<file path="config.mk">
export PLATFORM = sky130hd
export DESIGN_NAME = script_source_tokenizer_core
export DESIGN_NICKNAME = d
export VERILOG_FILES = /design/src/rtl/sst_pkg.sv /design/src/rtl/sst_scan.sv /design/src/rtl/sst_out_buf.sv /design/src/rtl/script_source_tokenizer_core.sv
export SDC_FILE = /design/constraint.sdc
export NUM_CORES = 1
export LEC_CHECK = 0
export ABC_AREA = 1
export BUFFER_PORTS_ARGS = -buffer_cell sky130_fd_sc_hd__buf_2
export CORE_ASPECT_RATIO = 1.25
export CORE_UTILIZATION = 55
export DETAILED_ROUTE_END_ITERATION = 8
export GPL_TIMING_DRIVEN = 0
export PLACE_DENSITY = 0.75
export SYNTH_ARGS = -nofsm -noshare
export SYNTH_HDL_FRONTEND = slang
export SYNTH_SLANG_ARGS = --single-unit
</file>
<file path="constraint.sdc">
create_clock -name clk_i -period 4 [get_ports clk_i]
set_clock_uncertainty 0.15 [all_clocks]
set_input_delay 0.4 -clock clk_i [delete_from_list [all_inputs] [get_ports clk_i]]
set_output_delay 0.4 -clock clk_i [all_outputs]
set_load 0.05 [all_outputs]
</file>
<file path="src/rtl/sst_pkg.sv">
// Shared types and constants for the script source tokenizer.
`timescale 1ns / 1ps
`default_nettype none

package sst_pkg;

  localparam int unsigned OffsetBits = 16;
  localparam logic [OffsetBits-1:0] OffsetMax = '1;

  localparam logic [39:0] KwWhile = 40'h7768696C65;
  localparam logic [39:0] KwIf    = 40'h0000006966;
  localparam logic [39:0] KwElse  = 40'h00656C7365;

  typedef enum logic [3:0] {
    MODE_IDLE    = 4'd0,
    MODE_IDENT   = 4'd1,
    MODE_NUMBER  = 4'd2,
    MODE_COMMENT = 4'd3,
    MODE_EQ      = 4'd4,
    MODE_BANG    = 4'd5,
    MODE_LT      = 4'd6,
    MODE_GT      = 4'd7,
    MODE_AMP     = 4'd8,
    MODE_BAR     = 4'd9,
    MODE_SLASH   = 4'd10
  } mode_e;

  typedef enum logic [4:0] {
    TK_IDENT    = 5'd0,
    TK_NUMBER   = 5'd1,
    TK_WHILE    = 5'd2,
    TK_IF       = 5'd3,
    TK_ELSE     = 5'd4,
    TK_ASSIGN   = 5'd5,
    TK_EQ       = 5'd6,
    TK_NOT      = 5'd7,
    TK_NE       = 5'd8,
    TK_LT       = 5'd9,
    TK_LE       = 5'd10,
    TK_GT       = 5'd11,
    TK_GE       = 5'd12,
    TK_LAND     = 5'd13,
    TK_LOR      = 5'd14,
    TK_MOD      = 5'd15,
    TK_PLUS     = 5'd16,
    TK_MINUS    = 5'd17,
    TK_STAR     = 5'd18,
    TK_DIV      = 5'd19,
    TK_LPAREN   = 5'd20,
    TK_RPAREN   = 5'd21,
    TK_LBRACE   = 5'd22,
    TK_RBRACE   = 5'd23,
    TK_LBRACKET = 5'd24,
    TK_RBRACKET = 5'd25,
    TK_SEMI     = 5'd26,
    TK_COMMA    = 5'd27,
    TK_UNKNOWN  = 5'd28,
    TK_END      = 5'd29
  } tok_kind_e;

  typedef struct packed {
    tok_kind_e             kind;
    logic [OffsetBits-1:0] start;
    logic [OffsetBits-1:0] len;
    logic [7:0]            ch;
    logic                  last;
  } tok_t;

  typedef struct packed {
    logic [1:0] cnt;
    tok_t       t0;
    tok_t       t1;
  } push_t;

endpackage

`default_nettype wire

</file>
<file path="src/rtl/sst_scan.sv">
// Scanner state and per-byte token logic.
`timescale 1ns / 1ps
`default_nettype none

module sst_scan (
  input  wire logic            clk_i,
  input  wire logic            rst_ni,
  input  wire logic            fire_i,
  input  wire logic [7:0]      char_i,
  input  wire logic            eos_i,
  output sst_pkg::push_t       push_o
);

  sst_pkg::mode_e                  mode_q, mode_d;
  logic [sst_pkg::OffsetBits-1:0]  pos_q, pos_d;
  logic [sst_pkg::OffsetBits-1:0]  pstart_q, pstart_d;
  logic [sst_pkg::OffsetBits-1:0]  plen_q, plen_d;
  logic [39:0]                     prefix_q, prefix_d;

  sst_pkg::tok_t a, b, f;
  logic          a_v, b_v, f_v, consumed, start_tok;

  function automatic logic [sst_pkg::OffsetBits-1:0] sat_inc(
    input logic [sst_pkg::OffsetBits-1:0] v);
    return (v == sst_pkg::OffsetMax) ? v : v + 1'b1;
  endfunction

  function automatic logic is_alpha(input logic [7:0] c);
    return (c >= "a" && c <= "z") || (c >= "A" && c <= "Z");
  endfunction

  function automatic logic is_digit(input logic [7:0] c);
    return c >= "0" && c <= "9";
  endfunction

  function automatic logic is_space(input logic [7:0] c);
    return c == " " || (c >= 8'd9 && c <= 8'd13);
  endfunction

  function automatic sst_pkg::tok_kind_e single_kind(input logic [7:0] c);
    sst_pkg::tok_kind_e k;
    case (c)
      "%":     k = sst_pkg::TK_MOD;
      "+":     k = sst_pkg::TK_PLUS;
      "-":     k = sst_pkg::TK_MINUS;
      "*":     k = sst_pkg::TK_STAR;
      "(":     k = sst_pkg::TK_LPAREN;
      ")":     k = sst_pkg::TK_RPAREN;
      "{":     k = sst_pkg::TK_LBRACE;
      "}":     k = sst_pkg::TK_RBRACE;
      "[":     k = sst_pkg::TK_LBRACKET;
      "]":     k = sst_pkg::TK_RBRACKET;
      ";":     k = sst_pkg::TK_SEMI;
      ",":     k = sst_pkg::TK_COMMA;
      default: k = sst_pkg::TK_UNKNOWN;
    endcase
    return k;
  endfunction

  // Pending token as it stands, with no continuation byte.
  always_comb begin
    f       = '0;
    f_v     = 1'b1;
    f.start = pstart_q;
    f.len   = sst_pkg::OffsetBits'(1);
    case (mode_q)
      sst_pkg::MODE_IDENT: begin
        f.len = plen_q;
        if (plen_q == sst_pkg::OffsetBits'(5) && prefix_q == sst_pkg::KwWhile) begin
          f.kind = sst_pkg::TK_WHILE;
        end else if (plen_q == sst_pkg::OffsetBits'(2) && prefix_q == sst_pkg::KwIf) begin
          f.kind = sst_pkg::TK_IF;
        end else if (plen_q == sst_pkg::OffsetBits'(4) && prefix_q == sst_pkg::KwElse) begin
          f.kind = sst_pkg::TK_ELSE;
        end else begin
          f.kind = sst_pkg::TK_IDENT;
        end
      end
      sst_pkg::MODE_NUMBER: begin
        f.kind = sst_pkg::TK_NUMBER;
        f.len  = plen_q;
      end
      sst_pkg::MODE_EQ:    f.kind = sst_pkg::TK_ASSIGN;
      sst_pkg::MODE_BANG:  f.kind = sst_pkg::TK_NOT;
      sst_pkg::MODE_LT:    f.kind = sst_pkg::TK_LT;
      sst_pkg::MODE_GT:    f.kind = sst_pkg::TK_GT;
      sst_pkg::MODE_AMP: begin
        f.kind = sst_pkg::TK_UNKNOWN;
        f.ch   = "&";
      end
      sst_pkg::MODE_BAR: begin
        f.kind = sst_pkg::TK_UNKNOWN;
        f.ch   = "|";
      end
      sst_pkg::MODE_SLASH: f.kind = sst_pkg::TK_DIV;
      default:             f_v = 1'b0;
    endcase
  end

  always_comb begin
    mode_d    = mode_q;
    pos_d     = sat_inc(pos_q);
    pstart_d  = pstart_q;
    plen_d    = plen_q;
    prefix_d  = prefix_q;
    a         = '0;
    b         = '0;
    a_v       = 1'b0;
    b_v       = 1'b0;
    consumed  = 1'b0;
    start_tok = 1'b0;

    if (eos_i || char_i == 8'd0) begin
      a        = f;
      a_v      = f_v;
      b.kind   = sst_pkg::TK_END;
      b.start  = pos_q;
      b_v      = 1'b1;
      mode_d   = sst_pkg::MODE_IDLE;
      pos_d    = '0;
      pstart_d = '0;
      plen_d   = '0;
      prefix_d = '0;
    end else begin
      a.start = pstart_q;
      a.len   = sst_pkg::OffsetBits'(2);
      case (mode_q)
        sst_pkg::MODE_IDENT: begin
          if (is_alpha(char_i) || is_digit(char_i) || char_i == "_") begin
            if (plen_q < sst_pkg::OffsetBits'(5)) begin
              prefix_d = {prefix_q[31:0], char_i};
            end
            plen_d   = sat_inc(plen_q);
            consumed = 1'b1;
          end
        end
        sst_pkg::MODE_NUMBER: begin
          if (is_digit(char_i) || char_i == ".") begin
            plen_d   = sat_inc(plen_q);
            consumed = 1'b1;
          end
        end
        sst_pkg::MODE_COMMENT: begin
          if (char_i == 8'h0A) begin
            mode_d = sst_pkg::MODE_IDLE;
          end
          consumed = 1'b1;
        end
        sst_pkg::MODE_EQ, sst_pkg::MODE_BANG, sst_pkg::MODE_LT, sst_pkg::MODE_GT: begin
          if (char_i == "=") begin
            case (mode_q)
              sst_pkg::MODE_EQ:   a.kind = sst_pkg::TK_EQ;
              sst_pkg::MODE_BANG: a.kind = sst_pkg::TK_NE;
              sst_pkg::MODE_LT:   a.kind = sst_pkg::TK_LE;
              default:            a.kind = sst_pkg::TK_GE;
            endcase
            a_v      = 1'b1;
            mode_d   = sst_pkg::MODE_IDLE;
            consumed = 1'b1;
          end
        end
        sst_pkg::MODE_AMP: begin
          if (char_i == "&") begin
            a.kind   = sst_pkg::TK_LAND;
            a_v      = 1'b1;
            mode_d   = sst_pkg::MODE_IDLE;
            consumed = 1'b1;
          end
        end
        sst_pkg::MODE_BAR: begin
          if (char_i == "|") begin
            a.kind   = sst_pkg::TK_LOR;
            a_v      = 1'b1;
            mode_d   = sst_pkg::MODE_IDLE;
            consumed = 1'b1;
          end
        end
        sst_pkg::MODE_SLASH: begin
          if (char_i == "/") begin
            mode_d   = sst_pkg::MODE_COMMENT;
            consumed = 1'b1;
          end
        end
        default: mode_d = sst_pkg::MODE_IDLE;
      endcase

      if (!consumed) begin
        a      = f;
        a_v    = f_v;
        mode_d = sst_pkg::MODE_IDLE;
        if (is_space(char_i)) begin
          mode_d = sst_pkg::MODE_IDLE;
        end else if (is_alpha(char_i) || char_i == "_") begin
          mode_d    = sst_pkg::MODE_IDENT;
          start_tok = 1'b1;
        end else if (is_digit(char_i) || char_i == ".") begin
          mode_d    = sst_pkg::MODE_NUMBER;
          start_tok = 1'b1;
        end else begin
          case (char_i)
            "=": begin
              mode_d    = sst_pkg::MODE_EQ;
              start_tok = 1'b1;
            end
            "!": begin
              mode_d    = sst_pkg::MODE_BANG;
              start_tok = 1'b1;
            end
            "<": begin
              mode_d    = sst_pkg::MODE_LT;
              start_tok = 1'b1;
            end
            ">": begin
              mode_d    = sst_pkg::MODE_GT;
              start_tok = 1'b1;
            end
            "&": begin
              mode_d    = sst_pkg::MODE_AMP;
              start_tok = 1'b1;
            end
            "|": begin
              mode_d    = sst_pkg::MODE_BAR;
              start_tok = 1'b1;
            end
            "/": begin
              mode_d    = sst_pkg::MODE_SLASH;
              start_tok = 1'b1;
            end
            default: begin
              b.kind  = single_kind(char_i);
              b.start = pos_q;
              b.len   = sst_pkg::OffsetBits'(1);
              b.ch    = (b.kind == sst_pkg::TK_UNKNOWN) ? char_i : 8'd0;
              b_v     = 1'b1;
            end
          endcase
        end
        if (start_tok) begin
          pstart_d = pos_q;
          plen_d   = sst_pkg::OffsetBits'(1);
          prefix_d = {32'd0, char_i};
        end
      end
    end
  end

  // Pack up to two tokens, flushed one first.
  always_comb begin
    push_o = '0;
    if (a_v) begin
      push_o.t0      = a;
      push_o.t0.last = !b_v;
      push_o.t1      = b;
      push_o.t1.last = 1'b1;
      push_o.cnt     = b_v ? 2'd2 : 2'd1;
    end else begin
      push_o.t0      = b;
      push_o.t0.last = 1'b1;
      push_o.cnt     = b_v ? 2'd1 : 2'd0;
    end
    if (!fire_i) begin
      push_o.cnt = 2'd0;
    end
  end

  always_ff @(posedge clk_i or negedge rst_ni) begin
    if (!rst_ni) begin
      mode_q   <= sst_pkg::MODE_IDLE;
      pos_q    <= '0;
      pstart_q <= '0;
      plen_q   <= '0;
      prefix_q <= '0;
    end else if (fire_i) begin
      mode_q   <= mode_d;
      pos_q    <= pos_d;
      pstart_q <= pstart_d;
      plen_q   <= plen_d;
      prefix_q <= prefix_d;
    end
  end

endmodule

`default_nettype wire

</file>
<file path="src/rtl/sst_out_buf.sv">
// Four-entry token buffer: up to two writes and one read per cycle.
`timescale 1ns / 1ps
`default_nettype none

module sst_out_buf (
  input  wire logic            clk_i,
  input  wire logic            rst_ni,
  input  wire sst_pkg::push_t  push_i,
  output logic                 room_o,
  output logic                 out_valid_o,
  input  wire logic            out_ready_i,
  output sst_pkg::tok_t        out_tok_o
);

  sst_pkg::tok_t mem_q [4];
  logic [1:0]    wr_q, rd_q;
  logic [2:0]    cnt_q, cnt_d;
  logic          pop;

  assign pop         = out_valid_o && out_ready_i;
  assign out_valid_o = cnt_q != 3'd0;
  assign out_tok_o   = mem_q[rd_q];
  assign room_o      = cnt_q <= 3'd2;
  assign cnt_d       = cnt_q + {1'b0, push_i.cnt} - {2'b00, pop};

  always_ff @(posedge clk_i) begin
    if (push_i.cnt != 2'd0) begin
      mem_q[wr_q] <= push_i.t0;
    end
    if (push_i.cnt == 2'd2) begin
      mem_q[wr_q + 2'd1] <= push_i.t1;
    end
  end

  always_ff @(posedge clk_i or negedge rst_ni) begin
    if (!rst_ni) begin
      wr_q  <= '0;
      rd_q  <= '0;
      cnt_q <= '0;
    end else begin
      wr_q  <= wr_q + push_i.cnt;
      rd_q  <= rd_q + {1'b0, pop};
      cnt_q <= cnt_d;
    end
  end

endmodule

`default_nettype wire

</file>
<file path="src/rtl/script_source_tokenizer_core.sv">
// Top level of the streaming source tokenizer.
//
// Input channel: one source byte per transfer (char_code_i), or an end marker
// (end_of_source_i, or a zero byte) that flushes the pending token, emits an
// end token and clears the scanner. Output channel: one token per transfer,
// given as kind, start offset, length, the byte of an unknown token, and
// last_o on the final token caused by an input byte.
// A byte sits in the input register until it is scanned there, and its
// zero, one or two tokens are written to a four-entry output buffer; the
// first token of a byte is presented from that buffer once written there.
// Throughput is one byte per cycle while the receiver keeps up; any byte is
// scanned only when two buffer slots are free, so a byte stream dense in
// two-token bytes is limited by the single output port.
// Reset clears the scanner, offset counter and buffer. When the receiver
// stalls the buffer fills and input ready drops; nothing is lost.
`timescale 1ns / 1ps
`default_nettype none

module script_source_tokenizer_core (
  input  wire logic        clk_i,
  input  wire logic        rst_ni,
  input  wire logic        in_valid_i,
  output logic             in_ready_o,
  input  wire logic [7:0]  char_code_i,
  input  wire logic        end_of_source_i,
  output logic             out_valid_o,
  input  wire logic        out_ready_i,
  output logic [4:0]       token_kind_o,
  output logic [15:0]      start_offset_o,
  output logic [15:0]      token_length_o,
  output logic [7:0]       token_char_o,
  output logic             last_o
);

  logic           iv_q;
  logic [7:0]     char_q;
  logic           eos_q;
  logic           room, proc;
  sst_pkg::push_t push;
  sst_pkg::tok_t  tok;

  assign proc       = iv_q && room;
  assign in_ready_o = !iv_q || proc;

  always_ff @(posedge clk_i or negedge rst_ni) begin
    if (!rst_ni) begin
      iv_q <= 1'b0;
    end else if (in_ready_o) begin
      iv_q <= in_valid_i;
    end
  end

  always_ff @(posedge clk_i) begin
    if (in_ready_o && in_valid_i) begin
      char_q <= char_code_i;
      eos_q  <= end_of_source_i;
    end
  end

  sst_scan u_scan (
    .clk_i  (clk_i),
    .rst_ni (rst_ni),
    .fire_i (proc),
    .char_i (char_q),
    .eos_i  (eos_q),
    .push_o (push)
  );

  sst_out_buf u_out_buf (
    .clk_i       (clk_i),
    .rst_ni      (rst_ni),
    .push_i      (push),
    .room_o      (room),
    .out_valid_o (out_valid_o),
    .out_ready_i (out_ready_i),
    .out_tok_o   (tok)
  );

  assign token_kind_o   = tok.kind;
  assign start_offset_o = tok.start;
  assign token_length_o = tok.len;
  assign token_char_o   = tok.ch;
  assign last_o         = tok.last;

endmodule

`default_nettype wire
</file>
# Word-level counts from Yosys, hierarchy flattened
# Memories as Yosys holds them, arrays and structs flattened.
# Cells that the tools add are included.
# classes
add_sub_neg	7
n_lt_le_gt_ge	10
n_eq_ne	51
mux	91
reduce_logical	32
# ops
cell	count
two-way mux 40 bit	6
two-way mux 45 bit	5
two-way mux 16 bit	12
two-way mux 46 bit	3
== test 8 x 6 -> 1 bit, second input constant	16
case mux 5 bit (12 select lines)	1
== test 8 x 7 -> 1 bit, second input constant	6
two-way mux 4 bit	12
two-way mux 48 bit	1
== test 40 x 15 -> 1 bit, second input constant	1
== test 40 x 31 -> 1 bit, second input constant	1
== test 40 x 39 -> 1 bit, second input constant	1
two-way mux 5 bit	8
case mux 5 bit (8 select lines)	1
adder 16 x 1 -> 16 bit, second input constant	2
== test 16 bit, second input constant	2
== test 16 x 3 -> 1 bit, second input constant	2
case mux 16 bit (2 select lines)	1
case mux 4 bit (7 select lines)	1
two-way mux 1 bit	27
two-way mux 24 bit	1
case mux 4 bit (6 select lines)	1
two-way mux 21 bit	1
!= test 4 x 2 -> 1 bit, second input constant	5
other kinds (45)	74
# word_totals
register_bits	109
ramBits	184
inputBits	13
output_inout_bits	48
word_cells	203
n_memories	1
# mem_list
memory	depth	width	read_ports	rd_clocked_by_memory_dff	write_ports	line_no	rtl
u_out_buf.mem_q	4	46	1	0	2	sst_out_buf.sv:15	sst_pkg::tok_t mem_q [4];

# Longest topological paths before layout
# depth
depth_word	23
depth_mapped	26
mapped_depth_nobuf	23

# Modules after synthesis
# Synthesis repeated with hierarchy kept, for this count alone.
# hier_totals
hier_cells	2193
hier_area_um2	17307.8
# modules_own_cells
mod	instances	cells_each	area_each_um2	seq_area_each_um2
sst_out_buf	1	1009	9515.4	5700.5
sst_scan	1	1167	7469.7	2302.2
script_source_tokenizer_core	1	17	322.8	295.3

# Least setup slack after synthesis
# OpenSTA, ideal clock, no wires.
# synth_path
path_type	register to register
startpoint	register char_q[3]
endpoint	memory u_out_buf.mem_q[0][0] (netlist bit), enable pin
setup_time_ps	388
t_arrival_ps	3579
required_ps	3462
path_slack_ps	-117
path_stages_with_launch	22
n_path_buf	4
synth_period_minus_slack_ps	4117
path_cell_list	edfxtp_1 > buf_2 > nand2_2 > nor2_1 > and2_4 > nor2_4 > nand2_4 > nand2_2 > nand3_2 > nand2_2 > buf_4 > nand2_2 > nand2_4 > buf_4 > ha_1 > inv_1 > nor2_1 > inv_1 > nor2_1 > nand3_1 > clkbuf_1 > nand2_1
# synth_rtl
element	line_no	rtl
from (decl)	script_source_tokenizer_core.sv:36	logic [7:0] char_q;
from (signal assigned)	script_source_tokenizer_core.sv:55	char_q <= char_code_i;
to (decl)	sst_out_buf.sv:15	

# Worst setup path in the final report
# layout_path
startpoint	register u_out_buf.rd_q[0]
endpoint	output port token_kind_o[2]
# layout_between
elab_chain_cells	1
# layout_rtl
element	line_no	rtl
from (decl)	sst_out_buf.sv:16	logic [1:0] wr_q, rd_q;
from (signal assigned)	sst_out_buf.sv:42	rd_q <= rd_q + {1'b0, pop};
memory (4 x 46 bit)	--	
to (decl)	script_source_tokenizer_core.sv:28	output logic [4:0] token_kind_o,
# No other way between the ends.

==> results by group <==
Floorplan
  – Area of the die: around 0.03 sq mm
  – Core area: between 0.02 and 0.03 sq mm
  – Initial Util: a little under three fifths
  – I/O pin count: between 60 and 70
  – Die span in x: approximately 160 microns
  – Die H: about 190 microns
  – Rows: 70

Worst setup path
  – R2R Setup Slk: ~0.18 ns
  – Critical path arrival: around 3.3 ns
  – Crit Path Max Fanout: 10
  – Req. time, crit path: 3.45 ns
  – Reg2Reg Depth: 21
  – Setup CP Type: register to output pin
  – Reg-to-Reg End: u_out_buf.mem_q[0][6]
  – Worst setup SP type: register
  – Worst r2r src: char_q[2]
  – Setup crit end kind: output pin

Global route
  – Number of global-route vias before repair: approximately 15k
  – Initial antenna violation count: 0
  – GR Util All Layers: between 30% and 40%
  – Met1 Track Usage GR: 43.3%
  – Met3 GRT Util: between 4 and 5%
  – Most used routing layer: met2
  – Met2 Use GR: between 50% and 60%
  – Grt ovf: 0
  – First-pass GRT wire length: approximately 81000 microns
  – Largest net degree at the start of global routing: 69

Min path
  – Worst hold path class: input port to asynchronous set/reset pin

Power
  – Clock network fraction of total power: about a fifth
  – Flop pwr share: approximately 28%
  – Sw Pwr: 7.33 mW
  – Sw frac: 49.7%
  – Int Pwr: between 7 and 8 mW
  – P per Cell Area: 773 mW/mm^2
  – Worst VDD drop: 0.485 mV
  – Comb power frac: around half
  – Lkg Pwr: approximately 8.2 nW

Layout
  – Syn-to-layout area delta: 17.1%
  – N_diodes: 0
  – Share of layout cells above drive strength 1: a little over an eighth
  – Fin nets: around 2.3k
  – Core Util, Final: 65.4%

Clock tree
  – H-tree Lvls: 1
  – CTS tree: done
  – CTS Buffer Depth: 3
  – Clock slew at reported path FFs: around 0.070 ns
  – Clock net sink count: about 300
  – Clock Latency Late Sink: 0.58 ns
  – Root Buffer: clkbuf_16
  – CTS buffer count: 30

Timing
  – Fin. max-slew vios: 0
  – Final Hold Vio Count: 0
  – Rel. slew slack: between 40% and 50%
  – Worst hold margin: 0.210 ns
  – Max frequency: 260 MHz
  – RSZ-0062 raised after global routing: true
  – Setup violators final: 0
  – Final Cycle Share: 96.1%
  – Least-Margin Pin Slew: roughly 0.89 ns
  – Min Tclk post-route: between 3 and 4 ns

Logic synthesis
  – Post-synth cell types: 45
  – Biggest area consumer among synthesized cells: edfxtp_1
  – Ys async rst share: between 30% and 40%
  – Number of synthesized flops with an enable pin: between 100 and 150
  – Most common cell in the synthesized netlist: nand2_1
  – Synth top area share: between 20% and 30%
  – Top post-synthesis cells by area: edfxtp_1, dfrtp_1, nand2_1
  – Primary FF master, synth: edfxtp_1
  – Post-synth top cells: nand2_1, o21ai_0, nand3_1
  – Post-synth net total: approximately 2.2k
  – Cell Area, Synth: approximately 0.016 sq mm
  – Syn avg cell area: 7.49 sq um
  – Sequential share of the synthesized area: a little under half
  – Gate Count Post-Synth: ~2.2k
  – Synthesis Warnings: 0
  – Seq cells post-synth: 293

Route
  – Number of antenna-violating nets in the routed design: 0
  – DRT Wirelength: 53100 microns
  – Starting DRT DRC Count: around 1.9k
  – Vias per cell: about 5.9
  – Drt pass-1 iters: 6
  – Total number of vias: roughly 16k
  – DR DRC count: 0
  – Routed len/inst: 19.4 microns

Outcome
  – Outcome: finished clean

Placement
  – IO buf count: 60
  – RD Place Congestion: between 0.9 and 1
  – DP HPWL: between 30000 and 40000 microns

Flow run
  – Max-cap violations: 0
[worst max-delay path: stages (launching register included)]
cell and delay [ns]:
dfrtp_1 0.42, clkbuf_1 0.29, inv_1 0.13, clkbuf_1 0.40
clkbuf_1 0.62, o21ai_0 0.22, o22ai_1 0.31, buf_2 0.33
[worst max path at each step]
| stage | from | endpoint |
|---|---|---|
| after floorplan | char_q[3] | u_out_buf.mem_q[0][0] |
| after global placement | char_q[2] | u_out_buf.mem_q[0][35] |
| after detailed placement | char_q[3] | u_out_buf.mem_q[0][35] |
| after CTS | char_q[3] | u_out_buf.mem_q[3][23] |
| after global routing | char_q[3] | u_out_buf.mem_q[0][6] |
| final | u_out_buf.rd_q[0] | token_kind_o[2] |
[metrics by stage]
| stage | area (sq um) | std cells | setup WS [ns] | power (mW) | TNS [ns] |
|---|---|---|---|---|---|
| after global placement | 17100 | 2632 | -0.931 | 11.0 | -147.56 |
| final | 19100 | 2738 | 0.155 | 14.7 | 0 |
| after global routing | 19100 | 2738 | -0.0340 | 15.4 | -0.798 |
| after floorplan | 16300 | 2176 | 0.165 | 9.07 | 0 |
| after CTS | 18800 | 2714 | 0.000128 | 14.4 | 0 |
| after detailed placement | 17100 | 2633 | -1.04 | 11.2 | -170.85 |
[registers in the layout, summed over array words and instances, names as in the netlist, 3 cells and up]
name	flops
u_out_buf.mem_q	184
u_scan.prefix_q	40
u_scan.plen_q	16
u_scan.pos_q	16
u_scan.pstart_q	16
char_q	8
u_scan.mode_q	4
u_out_buf.cnt_q	3
[layer usage]
layer,routed length [microns],vias to the layer above
li1,-,7559
met1,20200,7601
met2,25500,905
met3,4810,195
met4,2510,0
met5,0,-
[power by group through the flow]
stage	Combinational (mW)	Clock [mW]	Sequential, mW
floorplan	4.95	0	4.12
global placement	6.83	0	4.20
CTS	7.29	2.97	4.15
global route	8.13	3.08	4.21
detailed placement	6.96	0	4.22
finish	7.63	2.96	4.16
[cells in the final DEF, fill, tap and decap left out, types with 10 or more instances in the layout]
| cell | count |
|---|---|
| o22ai_1 | 46 |
| clkbuf_1 | 63 |
| ha_1 | 10 |
| clkbuf_8 | 10 |
| nor2_4 | 10 |
| nand2_1 | 606 |
| edfxtp_1 | 133 |
| nand3_1 | 230 |
| clkbuf_16 | 34 |
| dfxtp_1 | 60 |
| o211ai_1 | 33 |
| o21ai_0 | 264 |
| buf_2 | 82 |
| nor2_1 | 193 |
| dfrtp_1 | 100 |
| inv_2 | 14 |
| nor2_2 | 24 |
| nand2_8 | 11 |
| buf_4 | 45 |
| nand4_1 | 30 |
| nand2_2 | 17 |
| o21ai_1 | 16 |
| dlygate4sd3_1 | 11 |
| inv_1 | 164 |
| a21oi_1 | 19 |
| nor3_1 | 18 |
[timing repair]
action                     in CTS  in global routing
buffers inserted                8                 18
pin swaps                       6                 10
resized for setup              85                 42
gates cloned                    6                  6
hold endpoints to repair       42                  0
setup endpoints to repair     303                310
hold buffers                   11                  0
[logic make-up after synthesis]
family	share of synthesized area [%]
AO/OA/AOI/OAI	13.3
flip-flops	47.2
adder cells (fa/ha/maj)	0.967
XOR/XNOR	0.537
buffers and inverters	7.60
AND/OR/NAND/NOR	30.4
[area by class of cell]
type	instances	area (sq um)
sequential	293	7700
inverter	186	713
buffer	121	703
clock inverter	13	135
timing repair buffer	99	644
fill	2499	10100
clock buffer	43	923
multi-input combinational	1587	7770
tap	396	495
Power figures use the tool's default switching activity.
